===== src/rtl/sipq_pkg.sv =====
// Shared types, sizes and codes of the sorted-insert priority queue.
package sipq_pkg;

    localparam int QUEUE_DEPTH = 16;
    localparam int CNT_W       = $clog2(QUEUE_DEPTH + 1);
    localparam int OCC_W       = 5;
    localparam int DATA_W      = 32;

    localparam logic       REQ_ENQ   = 1'b0;
    localparam logic       REQ_DEQ   = 1'b1;

    localparam logic [1:0] ST_OK     = 2'd0;
    localparam logic [1:0] ST_FULL   = 2'd1;
    localparam logic [1:0] ST_EMPTY  = 2'd2;

    typedef struct packed {
        logic signed [DATA_W-1:0] value;
        logic signed [DATA_W-1:0] prio;
    } entry_t;

    typedef struct packed {
        logic                     enq;
        logic                     deq;
        logic signed [DATA_W-1:0] new_value;
        logic signed [DATA_W-1:0] new_prio;
    } cell_cmd_t;

endpackage


===== src/rtl/sipq_cell.sv =====
// One storage cell of the sorted chain: holds an entry, shifts right on insert, left on removal.
module sipq_cell
(
    input  logic              clk,
    input  sipq_pkg::cell_cmd_t cmd,
    input  logic              occupied,
    input  logic              left_take,
    input  sipq_pkg::entry_t  left_data,
    input  sipq_pkg::entry_t  right_data,
    output logic              take,
    output sipq_pkg::entry_t  data
);
    import sipq_pkg::*;

    entry_t data_reg;
    entry_t data_next;

    // A cell takes part in an insert when it is free or holds a strictly larger key.
    assign take = !occupied || ($signed(data_reg.prio) > $signed(cmd.new_prio));
    assign data = data_reg;

    always_comb
    begin
        data_next = data_reg;
        if (cmd.enq && take)
        begin
            if (left_take)
            begin
                data_next = left_data;
            end
            else
            begin
                data_next.value = cmd.new_value;
                data_next.prio  = cmd.new_prio;
            end
        end
        else if (cmd.deq)
        begin
            data_next = right_data;
        end
    end

    always_ff @(posedge clk)
    begin
        data_reg <= data_next;
    end

endmodule


===== src/rtl/sorted_insert_priority_queue_unit.sv =====
// Sorted-insert priority queue: a chain of entry cells with an occupancy counter.
//
// Usage:
//   Requests arrive on in_valid / in_stall with req_type, item_value and
//   item_priority. req_type 0 inserts the pair behind every stored entry of
//   smaller or equal priority; req_type 1 removes the head (lowest priority).
//   Each request gives one result on out_valid / out_stall: out_value (head
//   value on a good removal, else 0), status (0 ok, 1 full and insert
//   dropped, 2 removal from empty) and occupancy after the request.
//   The result is registered at the edge that accepts the request. Throughput
//   is one request per cycle while in_stall is low; every cell compares its
//   key with the new one and shifts in the same cycle, so the chain settles
//   in a single step whatever the depth.
//   in_stall rises only while a result is held and out_stall is high; the
//   next request is taken in the same cycle the held result leaves.
//   Reset empties the queue at once (occupancy counter to zero) and clears
//   the output valid flag; cell contents are not cleared.
module sorted_insert_priority_queue_unit
(
    input  logic                clk,
    input  logic                rst_n,
    input  logic                in_valid,
    output logic                in_stall,
    input  logic                req_type,
    input  logic signed [31:0]  item_value,
    input  logic signed [31:0]  item_priority,
    output logic                out_valid,
    input  logic                out_stall,
    output logic signed [31:0]  out_value,
    output logic [1:0]          status,
    output logic [4:0]          occupancy
);
    import sipq_pkg::*;

    logic                    accept;
    logic                    full;
    logic                    empty;
    logic [CNT_W-1:0]        count_reg;
    logic [CNT_W-1:0]        count_next;
    cell_cmd_t               cmd;
    logic [QUEUE_DEPTH-1:0]  occ;
    logic [QUEUE_DEPTH-1:0]  take;
    entry_t                  cell_data [QUEUE_DEPTH];

    logic                    out_valid_reg;
    logic signed [DATA_W-1:0] out_value_reg;
    logic [1:0]              status_reg;
    logic [OCC_W-1:0]        occupancy_reg;
    logic signed [DATA_W-1:0] out_value_next;
    logic [1:0]              status_next;

    assign in_stall = out_valid_reg && out_stall;
    assign accept   = in_valid && !in_stall;
    assign full     = (count_reg == CNT_W'(QUEUE_DEPTH));
    assign empty    = (count_reg == '0);

    assign cmd.enq       = accept && (req_type == REQ_ENQ) && !full;
    assign cmd.deq       = accept && (req_type == REQ_DEQ) && !empty;
    assign cmd.new_value = item_value;
    assign cmd.new_prio  = item_priority;

    genvar gi;
    generate
        for (gi = 0; gi < QUEUE_DEPTH; gi++)
        begin : g_cell
            entry_t left_d;
            entry_t right_d;
            logic   left_t;

            assign occ[gi] = (CNT_W'(gi) < count_reg);

            if (gi == 0)
            begin : g_first
                assign left_t = 1'b0;
                assign left_d = '0;
            end
            else
            begin : g_mid
                assign left_t = take[gi-1];
                assign left_d = cell_data[gi-1];
            end

            if (gi == QUEUE_DEPTH - 1)
            begin : g_last
                assign right_d = '0;
            end
            else
            begin : g_inner
                assign right_d = cell_data[gi+1];
            end

            sipq_cell u_cell
            (
                .clk        (clk),
                .cmd        (cmd),
                .occupied   (occ[gi]),
                .left_take  (left_t),
                .left_data  (left_d),
                .right_data (right_d),
                .take       (take[gi]),
                .data       (cell_data[gi])
            );
        end
    endgenerate

    always_comb
    begin
        count_next     = count_reg;
        out_value_next = '0;
        status_next    = ST_OK;
        if (req_type == REQ_ENQ)
        begin
            if (full)
            begin
                status_next = ST_FULL;
            end
            else
            begin
                count_next = count_reg + CNT_W'(1);
            end
        end
        else
        begin
            if (empty)
            begin
                status_next = ST_EMPTY;
            end
            else
            begin
                out_value_next = cell_data[0].value;
                count_next     = count_reg - CNT_W'(1);
            end
        end
    end

    always_ff @(posedge clk or negedge rst_n)
    begin
        if (!rst_n)
        begin
            count_reg     <= '0;
            out_valid_reg <= 1'b0;
        end
        else
        begin
            if (accept)
            begin
                count_reg <= count_next;
            end
            // Hold the result while stalled, drop it once taken.
            if (accept)
            begin
                out_valid_reg <= 1'b1;
            end
            else if (!out_stall)
            begin
                out_valid_reg <= 1'b0;
            end
        end
    end

    always_ff @(posedge clk)
    begin
        if (accept)
        begin
            out_value_reg <= out_value_next;
            status_reg    <= status_next;
            occupancy_reg <= OCC_W'(count_next);
        end
    end

    assign out_valid = out_valid_reg;
    assign out_value = out_value_reg;
    assign status    = status_reg;
    assign occupancy = occupancy_reg;

`ifndef SYNTHESIS
    a_count_bound: assert property (@(posedge clk) disable iff (!rst_n)
        count_reg <= CNT_W'(QUEUE_DEPTH))
        else $error("occupancy counter beyond queue depth");

    a_full_holds: assert property (@(posedge clk) disable iff (!rst_n)
        (accept && (req_type == REQ_ENQ) && full) |=> (count_reg == $past(count_reg)))
        else $error("dropped insert changed the occupancy");

    a_reject_zero: assert property (@(posedge clk) disable iff (!rst_n)
        (out_valid && (status != ST_OK)) |-> (out_value == '0))
        else $error("rejected request returned a non-zero value");

    a_head_sorted: assert property (@(posedge clk) disable iff (!rst_n)
        occ[1] |-> ($signed(cell_data[0].prio) <= $signed(cell_data[1].prio)))
        else $error("head entries out of priority order");
`endif

endmodule


===== config.mk =====
export PLATFORM = sky130hd
export DESIGN_NAME = sorted_insert_priority_queue_unit
export DESIGN_NICKNAME = d
export VERILOG_FILES = /design/src/rtl/sipq_pkg.sv /design/src/rtl/sipq_cell.sv /design/src/rtl/sorted_insert_priority_queue_unit.sv
export SDC_FILE = /design/constraint.sdc
export NUM_CORES = 2
export LEC_CHECK = 0
export BUFFER_PORTS_ARGS = -buffer_cell sky130_fd_sc_hd__buf_2
export CORE_ASPECT_RATIO = 0.8
export CORE_MARGIN = 3
export CORE_UTILIZATION = 55
export CTS_CLUSTER_DIAMETER = 80
export CTS_CLUSTER_SIZE = 40
export DETAILED_ROUTE_END_ITERATION = 16
export HOLD_SLACK_MARGIN = 0.1
export MAX_ROUTING_LAYER = met4
export PLACE_DENSITY = 0.81
export SLEW_MARGIN = 20
export SYNTH_ARGS = -nofsm -noshare
export SYNTH_HDL_FRONTEND = slang
export SYNTH_SLANG_ARGS = --single-unit

===== constraint.sdc =====
create_clock -name clk -period 14.4 [get_ports clk]
set_input_delay 2.88 -clock clk [delete_from_list [all_inputs] [get_ports clk]]
set_output_delay 2.88 -clock clk [all_outputs]
set_load 0.005 [all_outputs]

======== After elaboration in Yosys (flattened, before gate mapping) ========
Cells that the tools add are included.
cells by class
  add/subtract/negate cells ............... 2
  magnitude comparators ................... 32
  equality and inequality tests ........... 2
  multiplexer cells ....................... 55
  bitwise operators ....................... 1
  reductions and logical operators ........ 75
operators by type and width
  operator               number
  $mux W64               47
  $gt A32 B32 Y1         16
  $lt A4 B5 Y1 const A   8
  $reduce_bool A2 Y1     16
  $logic_and A1 B1 Y1    22
  $lt A3 B5 Y1 const A   4
  $logic_not A1 Y1       19
  $logic_or A1 B1 Y1     16
  $mux W5                3
  $lt A1 B5 Y1 const A   2
  $lt A2 B5 Y1 const A   2
  $add A5 B1 Y5 const B  1
  $eq A5 B5 Y1 const B   1
  $logic_not A5 Y1       1
  $sub A5 B1 Y5 const B  1
  $mux W2                2
  $mux W1                3
  $ne A2 B1 Y1 const B   1
  $reduce_or A2 Y1       1
  $not A1 Y1             1
storage, ports and cells
  flip-flop bits (word level) ............. 1,069
  output and inout port bits .............. 41

======== Depth between registers and ports, before layout ========
  depth after elaboration ................. 7
  depth in mapped cells ................... 15

======== Modules after synthesis ========
From an unflattened synthesis, not the netlist that was laid out.
unflattened totals
  cell total of the unflattened synthesis .. 6,058
  area total of the unflattened synthesis .. 73,404.2 µm²
by module, submodules not included
  module                             times used  cells each  area an instance (µm²)  seq. area each (µm²)
  sipq_cell (g_cell[0].u_cell ...)   14          367         4,451.8                 1,921.8
  sipq_cell (g_cell[8].u_cell ...)   2           365         4,446.8                 1,921.8
  sorted_insert_priority_queue_unit  1           190         2,185.8                 1,321.3

======== Worst setup path before layout ========
OpenSTA, ideal clock, no wires.
  kind .................................... input -> register
  start ................................... input port item_priority[11]
  end ..................................... register g_cell[2].u_cell.data_reg, in the netlist g_cell[2].u_cell.data[0], enable pin
  library setup time ...................... 0.574 ns
  arrival ................................. 9.901 ns
  required time ........................... 13.826 ns
  slack ................................... 3.924 ns
  stages on the path ...................... 12
  cell sequence ........................... buf_2 clkbuf_1 inv_1 ha_1 and4_1 or4b_1 a21o_1 a21oi_1 o41ai_2 buf_4 buf_2 o21ai_0
on the way
  word-level cells in the longest chain between the ends .. 4
ends and longest elaborated chain
  element                       RTL line                                 source
  start: declaration            sorted_insert_priority_queue_unit.sv:26  input logic signed [31:0] item_priority,
  $gt A32 B32 Y1                sipq_cell.sv:19                          assign take = !occupied || ($signed(data_reg.prio) > $signed(cmd.new_prio));
  $logic_or A1 B1 Y1            sipq_cell.sv:19
  $logic_and A1 B1 Y1           sipq_cell.sv:25                          if (cmd.enq && take)
  $reduce_bool A2 Y1 (no line)  --
  end signal: assignment        sipq_cell.sv:45                          data_reg <= data_next;
  end: declaration              sipq_cell.sv:15                          entry_t data_reg;
No other way between the ends.
A chain may end at the register's enable or synchronous reset.

==> results.sh <==
export IMPL_fp_dieH_um=314
export IMPL_syn_inst=6005
export IMPL_core_area_um2=117000
export IMPL_cts_sink_count=1069
export IMPL_r2r_start="count_reg[1]$_DFFE_PN0P_"
export IMPL_cts_setup_buffers=0
export IMPL_ys_ff_latch=1069
export IMPL_grt_pass1_vias=47500
export IMPL_hold_path_depth=2
export IMPL_ys_seq_area_share_pct=49.1
export IMPL_synth_edf_count=1063
export IMPL_root_buffer="clkbuf_16"
export IMPL_syn_cell_area_um2=65400
export IMPL_avgSynthCellArea_um2=10.9
export IMPL_die_x_um=391
export IMPL_drv_slew=0
export IMPL_cts_resized=0
export IMPL_p_clk_share_pct=18.0
export IMPL_fmax_mhz=115
export IMPL_crit_top_cell="buf_4"
export IMPL_ios=110
export IMPL_drc=0
export IMPL_grt_usage_pct=36.7
export IMPL_first_pass_iters=8
export IMPL_hold_class="reg -> reg"
export IMPL_ir_drop_mv=0.143
export IMPL_finalSetupTns_ns=0
export IMPL_internal_power_w=0.00638
export IMPL_swShare_pct=40.2
export IMPL_powerDensity_nw_per_um2=156
export IMPL_dp_cells=7296
export IMPL_syn_to_final_growth_pct=4.64
export IMPL_rr_endpoint="g_cell[11].u_cell.data[8]$_DFFE_PP_"
export IMPL_max_cap_viol_count=0
export IMPL_antenna_found_initial=8
export IMPL_seqPwrFrac_pct=43.9
export IMPL_fill_cells=9559
export IMPL_portBuffers=109
export IMPL_synthArstFlopShare_pct=0.561
export IMPL_setup_worst_path_class="in -> reg"
export IMPL_fin_worst_skew_ns=0.0568
export IMPL_cp_cell_sequence="buf_2 -> inv_1 -> ha_1 -> nand4_1 -> nor4_2 -> a21boi_0 -> o32a_1 -> nor2_1 -> o31ai_4 -> buf_4 -> buf_4 -> o21ai_0"
export IMPL_p_leak_nw=27.7
export IMPL_vias=50500
export IMPL_cts_tree="done"
export IMPL_start_kind="input port"
export IMPL_finalNonFillerCells=7397
export IMPL_period_needed_ns=8.68
export IMPL_clock_path_buffers=3
export IMPL_wl_mm=224
export IMPL_ant_nets=0
export IMPL_routedWlPerCell_um=30.3
export IMPL_setup_viol=0
export IMPL_grt_max_degree=89
export IMPL_cts_buffers_inserted=47
export IMPL_hold_viol_final=0
export IMPL_initial_utilization_pct=55.7
export IMPL_grt_pass1_wl_mm=325
export IMPL_critPathMaxFanout=84
export IMPL_cp_startpoint="item_priority[15]"
export IMPL_status="completed"
export IMPL_reg2reg_setup_slack_ns=8.14
export IMPL_drt_initial_drc_count=7944
export IMPL_drive_gt1_share_pct=7.19
export IMPL_comb_power_share_pct=38.1
export IMPL_p_sw_w=0.00429
export IMPL_viasPerCell=6.82
export IMPL_dp_hpwl_mm=147
export IMPL_syn_num_nets=6589
export IMPL_synth_ff_type="edfxtp_1"
export IMPL_cp_arrival_ns=9.07
export IMPL_cp_end_kind="flip-flop"
export IMPL_fin_crit_sh_pct=60.3
export IMPL_tightest_slew_ns=1.41
export IMPL_r2r_cells=9
export IMPL_slowest_stage="nor4_2"
export IMPL_clk_pin_slew_ns=0.13
export IMPL_crit_required_ns=14.79
export IMPL_rsz0062_at_grt="false"
export IMPL_die_area_um2=123000
export IMPL_cts_hold_buffers_added=0
export IMPL_max_slew_margin_pct=5.03
export IMPL_rows=112
export IMPL_crit_path_end="g_cell[3].u_cell.data[20]$_DFFE_PP_"
export IMPL_nets=6391
export IMPL_crit_path_max_incr_delay_ns=0.93
export IMPL_htree_levels=2
export IMPL_yosysWarnings=0
export IMPL_overflow=0
export IMPL_largest_reg_flops=1024
export IMPL_synthDistinctLibCells=81
export IMPL_insertion_delay_ns=0.71
export IMPL_gp_congestion=1.05
-- critical path: cells and delay by family --
| kind | cells | cell delay (ns) |
|---|---|---|
| compound gates | 4 | 1.69 |
| buf+inv | 4 | 2.28 |
| simple gates | 3 | 1.50 |
| fa+ha+maj | 1 | 0.51 |
-- through the flow --
stage | utilization [%] | setup WS [ns] | power (W) | cell area (um^2) | hold slack, ns
3_3_place_gp | 56.7 | 5.15 | 0.00852 | 66500 | 0.503
4_1_cts | 58.3 | 6.19 | 0.0105 | 68300 | 0.566
5_1_grt | 58.3 | 5.70 | 0.0111 | 68400 | 0.579
3_5_place_dp | 56.7 | 5.49 | 0.00866 | 66500 | 0.537
2_1_floorplan | - | 3.92 | 0.00740 | 65400 | 0.510
6_report | 58.3 | 5.72 | 0.0107 | 68400 | 0.560
-- cell families (layout without fill, tap and decap cells) --
logic type,count (synthesis),count (layout),synth area share [%]
AOI/OAI and AO/OA,1557,1557,12.9
buffers and inverters,520,359,4.12
DFF,1069,1069,49.1
other,0,14,0
muxes,962,962,14.9
adders and majority gates,515,515,9.86
and+or+nand+nor,1380,1380,9.12
xor gates and xnor gates,2,2,0.0268
-- power by group through the flow --
| stage | Sequential [W] | Combinational (W) | Clock (W) |
|---|---|---|---|
| 3_3_place_gp | 0.00471 | 0.00381 | 0 |
| 2_1_floorplan | 0.00455 | 0.00285 | 0 |
| 3_5_place_dp | 0.00473 | 0.00393 | 0 |
| 6_report | 0.00468 | 0.00407 | 0.00192 |
| 4_1_cts | 0.00466 | 0.00394 | 0.00193 |
| 5_1_grt | 0.00473 | 0.00431 | 0.00202 |
-- per-layer routing --
metal / global-route usage, % / wire (um) / vias up
met2: 50.7 / 92100 / 3393
met4: 12.0 / 8860 / 0
met3: 9.38 / 31000 / 473
met1: 52.5 / 92300 / 24600
met5: - / 0 / -
li1: - / - / 22000
-- cell usage in the layout, fill, tap and decap left out, types with 35 or more instances in the layout --
cell,n
a21oi_1,707
nand3_1,46
mux2i_1,895
buf_2,109
buf_4,92
nor2_1,432
nand4_1,94
ha_1,515
edfxtp_1,1063
and2_1,35
mux2_2,67
inv_1,69
a31oi_1,70
o21ai_0,395
clkbuf_16,49
o21ai_1,194
a21o_1,60
nand2_1,625
-- final cells by class --
class | instances | area, um^2 | area share, %
flip-flops and latches | 1069 | 32100 | 46.9
multi-input cells | 4416 | 31000 | 45.3
well taps | 1539 | 1930 | 2.82
repair buffers | 203 | 1280 | 1.87
clock buffers | 53 | 1240 | 1.81
clock inverters | 33 | 582 | 0.851
inverters | 70 | 263 | 0.384
diodes | 14 | 35.0 | 0.0512
-- Yosys cell counts (17+ instances only) --
cell type	count	area, um^2
edfxtp_1	1063	31900
mux2i_1	895	8960
a21oi_1	708	3540
nand2_1	638	2390
ha_1	515	6440
nor2_1	434	1630
o21ai_0	399	2000
o21ai_1	193	966
clkbuf_1	189	709
buf_2	157	786
nand4_1	94	588
a31oi_1	71	444
inv_1	69	259
mux2_2	67	754
a21o_1	60	450
buf_4	48	360
nand3_1	47	235
and2_1	40	250
buf_6	34	383
nor2b_1	22	138
o211ai_1	22	165
nor3_1	20	100
a211oi_1	17	128
-- worst min path at each step --
stage	from	to
finish	out_valid$_DFFE_PN0P_	out_valid$_DFFE_PN0P_
global route	g_cell[12].u_cell.data[63]$_DFFE_PP_	g_cell[11].u_cell.data[63]$_DFFE_PP_
CTS	g_cell[11].u_cell.data[47]$_DFFE_PP_	g_cell[10].u_cell.data[47]$_DFFE_PP_
detailed placement	out_valid$_DFFE_PN0P_	out_valid$_DFFE_PN0P_
global placement	out_valid$_DFFE_PN0P_	out_valid$_DFFE_PN0P_
floorplan	out_valid$_DFFE_PN0P_	out_valid$_DFFE_PN0P_
Note: power is estimated with default switching activity, not from simulation.
